`config.mk`:
```
export PLATFORM = sky130hd
export DESIGN_NAME = bounded_set_table
export DESIGN_NICKNAME = d
export VERILOG_FILES = /design/src/hdl/sbt_pkg.sv /design/src/hdl/bounded_set_table.sv /design/src/hdl/sbt_front.sv /design/src/hdl/sbt_back.sv
export SDC_FILE = /design/constraint.sdc
export NUM_CORES = 2
export LEC_CHECK = 0
export CORE_MARGIN = 3
export CORE_UTILIZATION = 40
export CTS_CLUSTER_SIZE = 28
export DETAILED_ROUTE_END_ITERATION = 12
export DONT_BUFFER_PORTS = 1
export GPL_TIMING_DRIVEN = 1
export PLACE_DENSITY = 0.52
export SLEW_MARGIN = 30
export SYNTH_ARGS = -nofsm -noshare
export SYNTH_HDL_FRONTEND = slang
export SYNTH_SLANG_ARGS = --single-unit
```
`constraint.sdc`:
```
create_clock -name clk -period 15 [get_ports clk]
set_input_delay 1.5 -clock clk [delete_from_list [all_inputs] [get_ports clk]]
set_output_delay 1.5 -clock clk [all_outputs]
set_load 0.1 [all_outputs]
```
`src/hdl/sbt_pkg.sv`:
```
// Shared types and codes of the bounded set table.
// Used by the front, back and top-level modules; depends on nothing.
package sbt_pkg;

  localparam int COUNT_W = 6;
  localparam int VALUE_W = 32;
  localparam int CMD_W   = 2;

  // Largest count the 6-bit count field can show.
  localparam int MAX_COUNT = (2 ** COUNT_W) - 1;

  localparam logic [COUNT_W-1:0] CAP_RESET = 6'd32;

  // Command codes as they arrive on the request channel.
  localparam logic [CMD_W-1:0] CMD_LOOKUP = 2'd0;
  localparam logic [CMD_W-1:0] CMD_ADD    = 2'd1;
  localparam logic [CMD_W-1:0] CMD_REMOVE = 2'd2;

  // Classified operations carried through the queue.
  typedef logic [1:0] op_t;
  localparam op_t OP_LOOKUP = 2'd0;
  localparam op_t OP_ADD    = 2'd1;
  localparam op_t OP_REMOVE = 2'd2;

  typedef struct packed {
    op_t                op;
    logic [VALUE_W-1:0] value;
  } req_t;

endpackage

```
`src/hdl/bounded_set_table.sv`:
```
// Top level of the bounded set table: capacity register, front queue and
// back execution unit. Depends on sbt_pkg, sbt_front and sbt_back.
//
// Usage:
// - Requests (cmd, value) enter on in_valid/in_ready. Command 0 looks up,
//   1 adds and 2 removes a value; the unused code acts as a lookup.
// - Each request gives one result (was_member, ok, count) on
//   out_valid/out_ready, in request order.
// - The capacity register is written on cfg_valid/cfg_ready with cfg_data;
//   cfg_ready is always high. Write it only while no request is in flight.
// - The back unit takes a new request only once it is through with the last:
//   it registers the compare over all entries, then updates the table and
//   the result register; the update waits while a result is held unread.
// - Behind a waiting result up to three more requests are held: one in the
//   back unit and two in the queue between the input and the back unit.
// - When out_ready stays low the result holds, the back unit waits, and
//   in_ready drops once the queue is full.
// - Reset empties the table and the queue, drops out_valid and sets the
//   capacity to 32. Entries are not cleared; the compare masks out empty slots.
module bounded_set_table
  import sbt_pkg::*;
#(
  parameter int DEPTH = 32
) (
  input  logic               clk,
  input  logic               rst,
  input  logic               in_valid,
  output logic               in_ready,
  input  logic [CMD_W-1:0]   cmd,
  input  logic [VALUE_W-1:0] value,
  output logic               out_valid,
  input  logic               out_ready,
  output logic               was_member,
  output logic               ok,
  output logic [COUNT_W-1:0] count,
  input  logic               cfg_valid,
  output logic               cfg_ready,
  input  logic [COUNT_W-1:0] cfg_data
);

  // Lanes actually used: the count never exceeds what its field can show.
  localparam int NUM = (DEPTH < MAX_COUNT) ? DEPTH : MAX_COUNT;

  logic               q_valid;
  logic               q_ready;
  req_t               q_req;
  logic [COUNT_W-1:0] capacity;

  // Capacity register.
  assign cfg_ready = 1'b1;

  always_ff @(posedge clk) begin
    if (rst) begin
      capacity <= CAP_RESET;
    end else if (cfg_valid && cfg_ready) begin
      capacity <= cfg_data;
    end
  end

  sbt_front u_front (
    .clk      (clk),
    .rst      (rst),
    .in_valid (in_valid),
    .in_ready (in_ready),
    .cmd      (cmd),
    .value    (value),
    .q_valid  (q_valid),
    .q_ready  (q_ready),
    .q_req    (q_req)
  );

  sbt_back #(
    .N (NUM)
  ) u_back (
    .clk        (clk),
    .rst        (rst),
    .capacity   (capacity),
    .q_valid    (q_valid),
    .q_ready    (q_ready),
    .q_req      (q_req),
    .out_valid  (out_valid),
    .out_ready  (out_ready),
    .was_member (was_member),
    .ok         (ok),
    .count      (count)
  );

endmodule

```
`src/hdl/sbt_front.sv`:
```
// Front part of the bounded set table: accepts requests, classifies the
// command and holds them in a two-entry queue. Depends on sbt_pkg.
module sbt_front
  import sbt_pkg::*;
(
  input  logic               clk,
  input  logic               rst,
  input  logic               in_valid,
  output logic               in_ready,
  input  logic [CMD_W-1:0]   cmd,
  input  logic [VALUE_W-1:0] value,
  output logic               q_valid,
  input  logic               q_ready,
  output req_t               q_req
);

  req_t       slots [2];
  logic       wr_ptr;
  logic       rd_ptr;
  logic [1:0] fill;
  op_t        op_dec;
  logic       push;
  logic       pop;

  // Map the command to an operation; the unused code acts as a lookup.
  always_comb begin
    unique case (cmd)
      CMD_ADD:    op_dec = OP_ADD;
      CMD_REMOVE: op_dec = OP_REMOVE;
      default:    op_dec = OP_LOOKUP;
    endcase
  end

  assign in_ready = (fill != 2'd2);
  assign q_valid  = (fill != 2'd0);
  assign q_req    = slots[rd_ptr];
  assign push     = in_valid && in_ready;
  assign pop      = q_valid && q_ready;

  // Queue storage needs no reset.
  always_ff @(posedge clk) begin
    if (push) begin
      slots[wr_ptr] <= '{op: op_dec, value: value};
    end
  end

  // Queue pointers and fill level.
  always_ff @(posedge clk) begin
    if (rst) begin
      wr_ptr <= 1'b0;
      rd_ptr <= 1'b0;
      fill   <= 2'd0;
    end else begin
      if (push) begin
        wr_ptr <= ~wr_ptr;
      end
      if (pop) begin
        rd_ptr <= ~rd_ptr;
      end
      case ({push, pop})
        2'b10:   fill <= fill + 2'd1;
        2'b01:   fill <= fill - 2'd1;
        default: fill <= fill;
      endcase
    end
  end

endmodule

```
`src/hdl/sbt_back.sv`:
```
// Back part of the bounded set table: compares a request against all held
// entries, then appends, shifts out or leaves the table. Depends on sbt_pkg.
module sbt_back
  import sbt_pkg::*;
#(
  parameter int N = 32
) (
  input  logic               clk,
  input  logic               rst,
  input  logic [COUNT_W-1:0] capacity,
  input  logic               q_valid,
  output logic               q_ready,
  input  req_t               q_req,
  output logic               out_valid,
  input  logic               out_ready,
  output logic               was_member,
  output logic               ok,
  output logic [COUNT_W-1:0] count
);

  localparam logic S_IDLE = 1'b0;
  localparam logic S_EXEC = 1'b1;

  logic               state;
  logic               state_next;
  logic [VALUE_W-1:0] entries [N];
  logic [COUNT_W-1:0] held;
  logic [COUNT_W-1:0] held_next;
  op_t                cur_op;
  logic [VALUE_W-1:0] cur_value;
  logic [N-1:0]       hit;
  logic [N-1:0]       hit_next;
  logic [N-1:0]       shift;
  logic [COUNT_W-1:0] limit;
  logic               member;
  logic               room;
  logic               do_append;
  logic               do_remove;
  logic               fail;
  logic               fire;
  logic               out_valid_r;
  logic               was_member_r;
  logic               ok_r;
  logic [COUNT_W-1:0] count_r;

  assign q_ready = (state == S_IDLE);

  // Compare lanes: one per entry, masked by the fill level.
  always_comb begin
    for (int i = 0; i < N; i++) begin
      hit_next[i] = (entries[i] == q_req.value) && (COUNT_W'(i) < held);
    end
  end

  // Every lane at or above the hit takes the entry above it on a remove.
  always_comb begin
    shift[0] = hit[0];
    for (int i = 1; i < N; i++) begin
      shift[i] = shift[i-1] | hit[i];
    end
  end

  // Decide the operation outcome.
  assign member    = |hit;
  assign limit     = (capacity < COUNT_W'(N)) ? capacity : COUNT_W'(N);
  assign room      = (held < limit);
  assign do_append = (cur_op == OP_ADD) && !member && room;
  assign do_remove = (cur_op == OP_REMOVE) && member;
  assign fail      = (cur_op == OP_ADD) && !member && !room;
  assign fire      = (state == S_EXEC) && (!out_valid_r || out_ready);

  always_comb begin
    held_next = held;
    if (do_append) begin
      held_next = held + COUNT_W'(1);
    end else if (do_remove) begin
      held_next = held - COUNT_W'(1);
    end
  end

  always_comb begin
    state_next = state;
    unique case (state)
      S_IDLE: begin
        if (q_valid) begin
          state_next = S_EXEC;
        end
      end
      S_EXEC: begin
        if (fire) begin
          state_next = S_IDLE;
        end
      end
      default: state_next = S_IDLE;
    endcase
  end

  // Control registers.
  always_ff @(posedge clk) begin
    if (rst) begin
      state       <= S_IDLE;
      held        <= '0;
      out_valid_r <= 1'b0;
    end else begin
      state <= state_next;
      if (fire) begin
        held        <= held_next;
        out_valid_r <= 1'b1;
      end else if (out_ready) begin
        out_valid_r <= 1'b0;
      end
    end
  end

  // Latch the popped request together with its compare result.
  always_ff @(posedge clk) begin
    if (q_valid && q_ready) begin
      cur_op    <= q_req.op;
      cur_value <= q_req.value;
      hit       <= hit_next;
    end
  end

  // Result payload.
  always_ff @(posedge clk) begin
    if (fire) begin
      was_member_r <= member;
      ok_r         <= !fail;
      count_r      <= held_next;
    end
  end

  // Entry lanes: append at the fill level or take the next entry on a remove.
  for (genvar g = 0; g < N; g++) begin : g_lane
    logic [VALUE_W-1:0] upper;
    if (g < N - 1) begin : g_up
      assign upper = entries[g+1];
    end else begin : g_top
      assign upper = entries[g];
    end
    always_ff @(posedge clk) begin
      if (fire) begin
        if (do_append && (held == COUNT_W'(g))) begin
          entries[g] <= cur_value;
        end else if (do_remove && shift[g]) begin
          entries[g] <= upper;
        end
      end
    end
  end

  assign out_valid  = out_valid_r;
  assign was_member = was_member_r;
  assign ok         = ok_r;
  assign count      = count_r;

endmodule

```
==> key figures <==
Synth
  • Area leader, netlist: edfxtp_1
  • Number of synthesized flops with an enable pin: about 1200
  • Post-synthesis instance total: roughly 4300
  • Yosys cell types: 57
  • Synth Register Bits: 1185
  • Most used DFF post-synth: edfxtp_1
  • Seq/Total Area, Yosys: 0.576
  • Top cell type's share of synthesized area: 0.570
  • Synth Area per Inst: 14.4 µm²
  • Fraction of registers with async set/reset: 0
  • Post-Syn Area: roughly 61000 µm²
  • Main area contributors after synthesis: edfxtp_1 (57%), mux2_2 (18%), xnor2_1 (13%)
  • YS warnings: 0
  • Synth Net Count: 4306

Clock tree
  • CTS max path bufs: 3
  • Clk pin slew, worst setup/hold paths: 0.06 ns
  • # resized after CTS: 0
  • Max H-tree Level: 4
  • TritonCTS clock tree: done
  • Buffers inserted by post-CTS timing repair: 0
  • Total CTS buffers: ~140
  • CTS Sinks: 1185
  • Root buffer cell: clkbuf_16
  • Clock Latency Late Sink: 0.79 ns
  • Hold-fix buffers, CTS: 0

Run
  • Max-capacitance violation count: 0

Global routing
  • Total gr overflow: 0
  • Antenna violations before repair: 16
  • First-pass GRT wire length: 316 mm
  • Vias in the first global route: 37800
  • GRT Overall Usage: 0.288
  • Pin count of the biggest net entering global routing: 56

Power and ir drop
  • PwrDens: 194 nW/µm²
  • Leakage: around 21 nW
  • Worst vdd ir: 0.000114 V
  • Total power: 13.5 mW

Finish
  • FF+latch area: 35400 µm²
  • Fin util: 0.455
  • Area of the multi-input gates: 25300 µm²
  • Synth-to-layout area growth: 12.8%
  • Post-route cell area: ~69000 µm²
  • Fill cells: ~13000
  • Post-layout net count: approximately 4300
  • Layout cell share with drive strength beyond 1: 0.332

Route
  • DR vias: between 30000 and 40000
  • Drt drc: 0
  • Final WL: around 230 mm
  • Avg Vias per Cell: 5.91
  • Antenna Nets Post-Route: 0
  • First drt pass iteration count: 5
  • Starting DRT DRC Count: about 4600
  • WL/cell: 36.1 µm

Die
  • Rows: 143
  • Die H: 398 µm
  • Initial Util: 0.403
  • Die footprint: 158000 µm²
  • Io pins: 56
  • Core Region: 152000 µm²
  • Die W: 398 µm

Placed design
  • Final Wtd Congestion: 0.871
  • Placed Area: 65100 µm²
  • DP Wirelength: between 100 and 150 mm
  • IO Port Bufs: 0

STA
  • Final Slew Violations: 0
  • Final setup violation count: 0
  • Slew @ Worst Pin: between 1 and 1.5 ns
  • Final Cycle Share: 0.326
  • Setup TNS: 0 ns
  • Unrepaired setup endpoints after global routing: false
  • Max Fclk: a little over 200 MHz
  • Max Clock Skew: 0.0379 ns
  • Final hold violation count: 0
  • Tmin final: 4.90 ns
  • Slew HR: 0.314

Min path
  • Worst hold-check path type: register to register

Setup path
  • WS Path Type: register to register
  • Crit path largest cell delay: 0.83 ns
  • CP max-delay cell: nor4_1
  • CP Cell Sequence: nor4_1, and3_1, and4_1, buf_4, inv_2, or4_1, buf_4, o21ai_4, buf_16
  • Critical Path End Type: register
  • Worst EP required: ~15 ns
  • Most numerous cell on the critical path: buf_4
  • Reg2Reg Setup Slack: 10.10 ns
  • Critical path fanouts, max: 19
  • Worst Path Arrival: 5.37 ns
  • Setup crit start kind: register

Outcome
  • Status: complete, no violations
## final timing paths
check / startpoint / to / cells after the start
setup / recovery: u_back.hit[0] / u_back.entries[1][45] / 9
hold / removal: u_back.cur_value[25] / u_back.entries[1][505] / 0
setup reg to reg: u_back.hit[0] / u_back.entries[1][45] / 9
hold reg to reg: u_back.cur_value[25] / u_back.entries[1][505] / 0
## metal layers
metal | share of wire | global-route usage
met3 | 0.083 | 0.0537
met5 | 0 | 0
met4 | 0.035 | 0.0961
met1 | 0.43 | 0.412
met2 | 0.45 | 0.438
## kinds of logic after synthesis
kind of cell / Yosys count / synth area share
AOI/OAI and AO/OA: 112 / 0.0121
xor gates and xnor gates: 1033 / 0.147
adders and majority gates: 10 / 0.00204
buffers and inverters: 363 / 0.0247
DFF: 1185 / 0.576
muxes: 1046 / 0.191
other: 1 / 0.0000611
and+or+nand+nor: 501 / 0.0467
## state kept, by name, summed over array words and instances (netlist names), named ones only
name / flops
u_front.wr_ptr: 1
u_back.count: 6
u_back.cur_op: 2
u_back.held: 6
u_front.fill: 2
u_front.rd_ptr: 1
u_back.was_member: 1
u_front.slots: 68
u_back.hit: 32
u_back.cur_value: 32
u_back.out_valid: 1
u_back.ok: 1
u_back.entries: 1024
capacity: 6
u_back.state: 1
## metrics by stage
step	worst slack (ns)	hold WS, ns	cells
after global placement	10.07	0.432	6122
after floorplan	8.88	0.452	4251
after CTS	10.12	0.445	6378
final	10.10	0.441	6380
after detailed placement	10.15	0.437	6144
after global routing	10.09	0.449	6379
## cell usage in the layout (no fill, tap or decap), types with 9 or more instances in the layout
master     count
edfxtp_1    1166
mux2_2       991
xnor2_1      904
nor4_1       218
buf_4        163
clkbuf_16    144
xor2_1       129
nand4_1       68
nor3_1        46
nand3_1       43
inv_1         39
nor2_1        37
clkbuf_1      35
nand2_1       32
mux2i_4       32
clkinv_1      30
a21oi_1       23
o21ai_2       17
dfxtp_1       17
mux2i_1       15
o21ai_0       13
clkinv_2      13
buf_16        13
nor2b_1       11
ha_1          10
o21ai_4        9
## synth_stat cells, types with 3 or more instances
cell type / instances
a211oi_1: 6
a21oi_1: 23
a31oi_1: 3
and2_1: 3
and3_1: 4
buf_1: 13
buf_2: 110
buf_4: 5
clkbuf_1: 194
dfxtp_1: 19
edfxtp_1: 1166
ha_1: 10
inv_1: 39
mux2_1: 8
mux2_2: 991
mux2i_1: 47
nand2_1: 32
nand2b_1: 8
nand3_1: 44
nand4_1: 68
nor2_1: 40
nor2b_1: 11
nor3_1: 51
nor4_1: 218
o211ai_1: 4
o21a_1: 3
o21ai_0: 28
o21ai_1: 11
o21bai_1: 9
o31ai_1: 3
o31ai_2: 4
o41ai_2: 3
or2_2: 3
or3_1: 6
or4_1: 7
xnor2_1: 904
xor2_1: 129
## critical path, delay by kind of cell, from the launching register on
family	cells	cell delay, ns
AOI/OAI and AO/OA	1	0.52
buffers and inverters	4	1.11
and+or+nand+nor	4	2.40
DFF	1	0.49
## cell type report
cell class / count / share of cell area
Antenna cell: 1 / 0.0000361
Multi-Input combinational cell: 2703 / 0.365
Sequential cell: 1185 / 0.511
Tap cell: 2030 / 0.0367
Clock buffer: 179 / 0.0539
Clock inverter: 55 / 0.00598
Inverter: 40 / 0.00217
Timing Repair Buffer: 187 / 0.0250
## power breakdown
part	leakage (nW)	internal, mW	switching (mW)	total, mW
Clock	2.02	1.79	1.42	3.21
Combinational	8.67	2.03	3.07	5.10
Sequential	10.8	4.62	0.552	5.17
Total	21.5	8.44	5.03	13.5
Note: power is estimated with default switching activity, not from simulation.
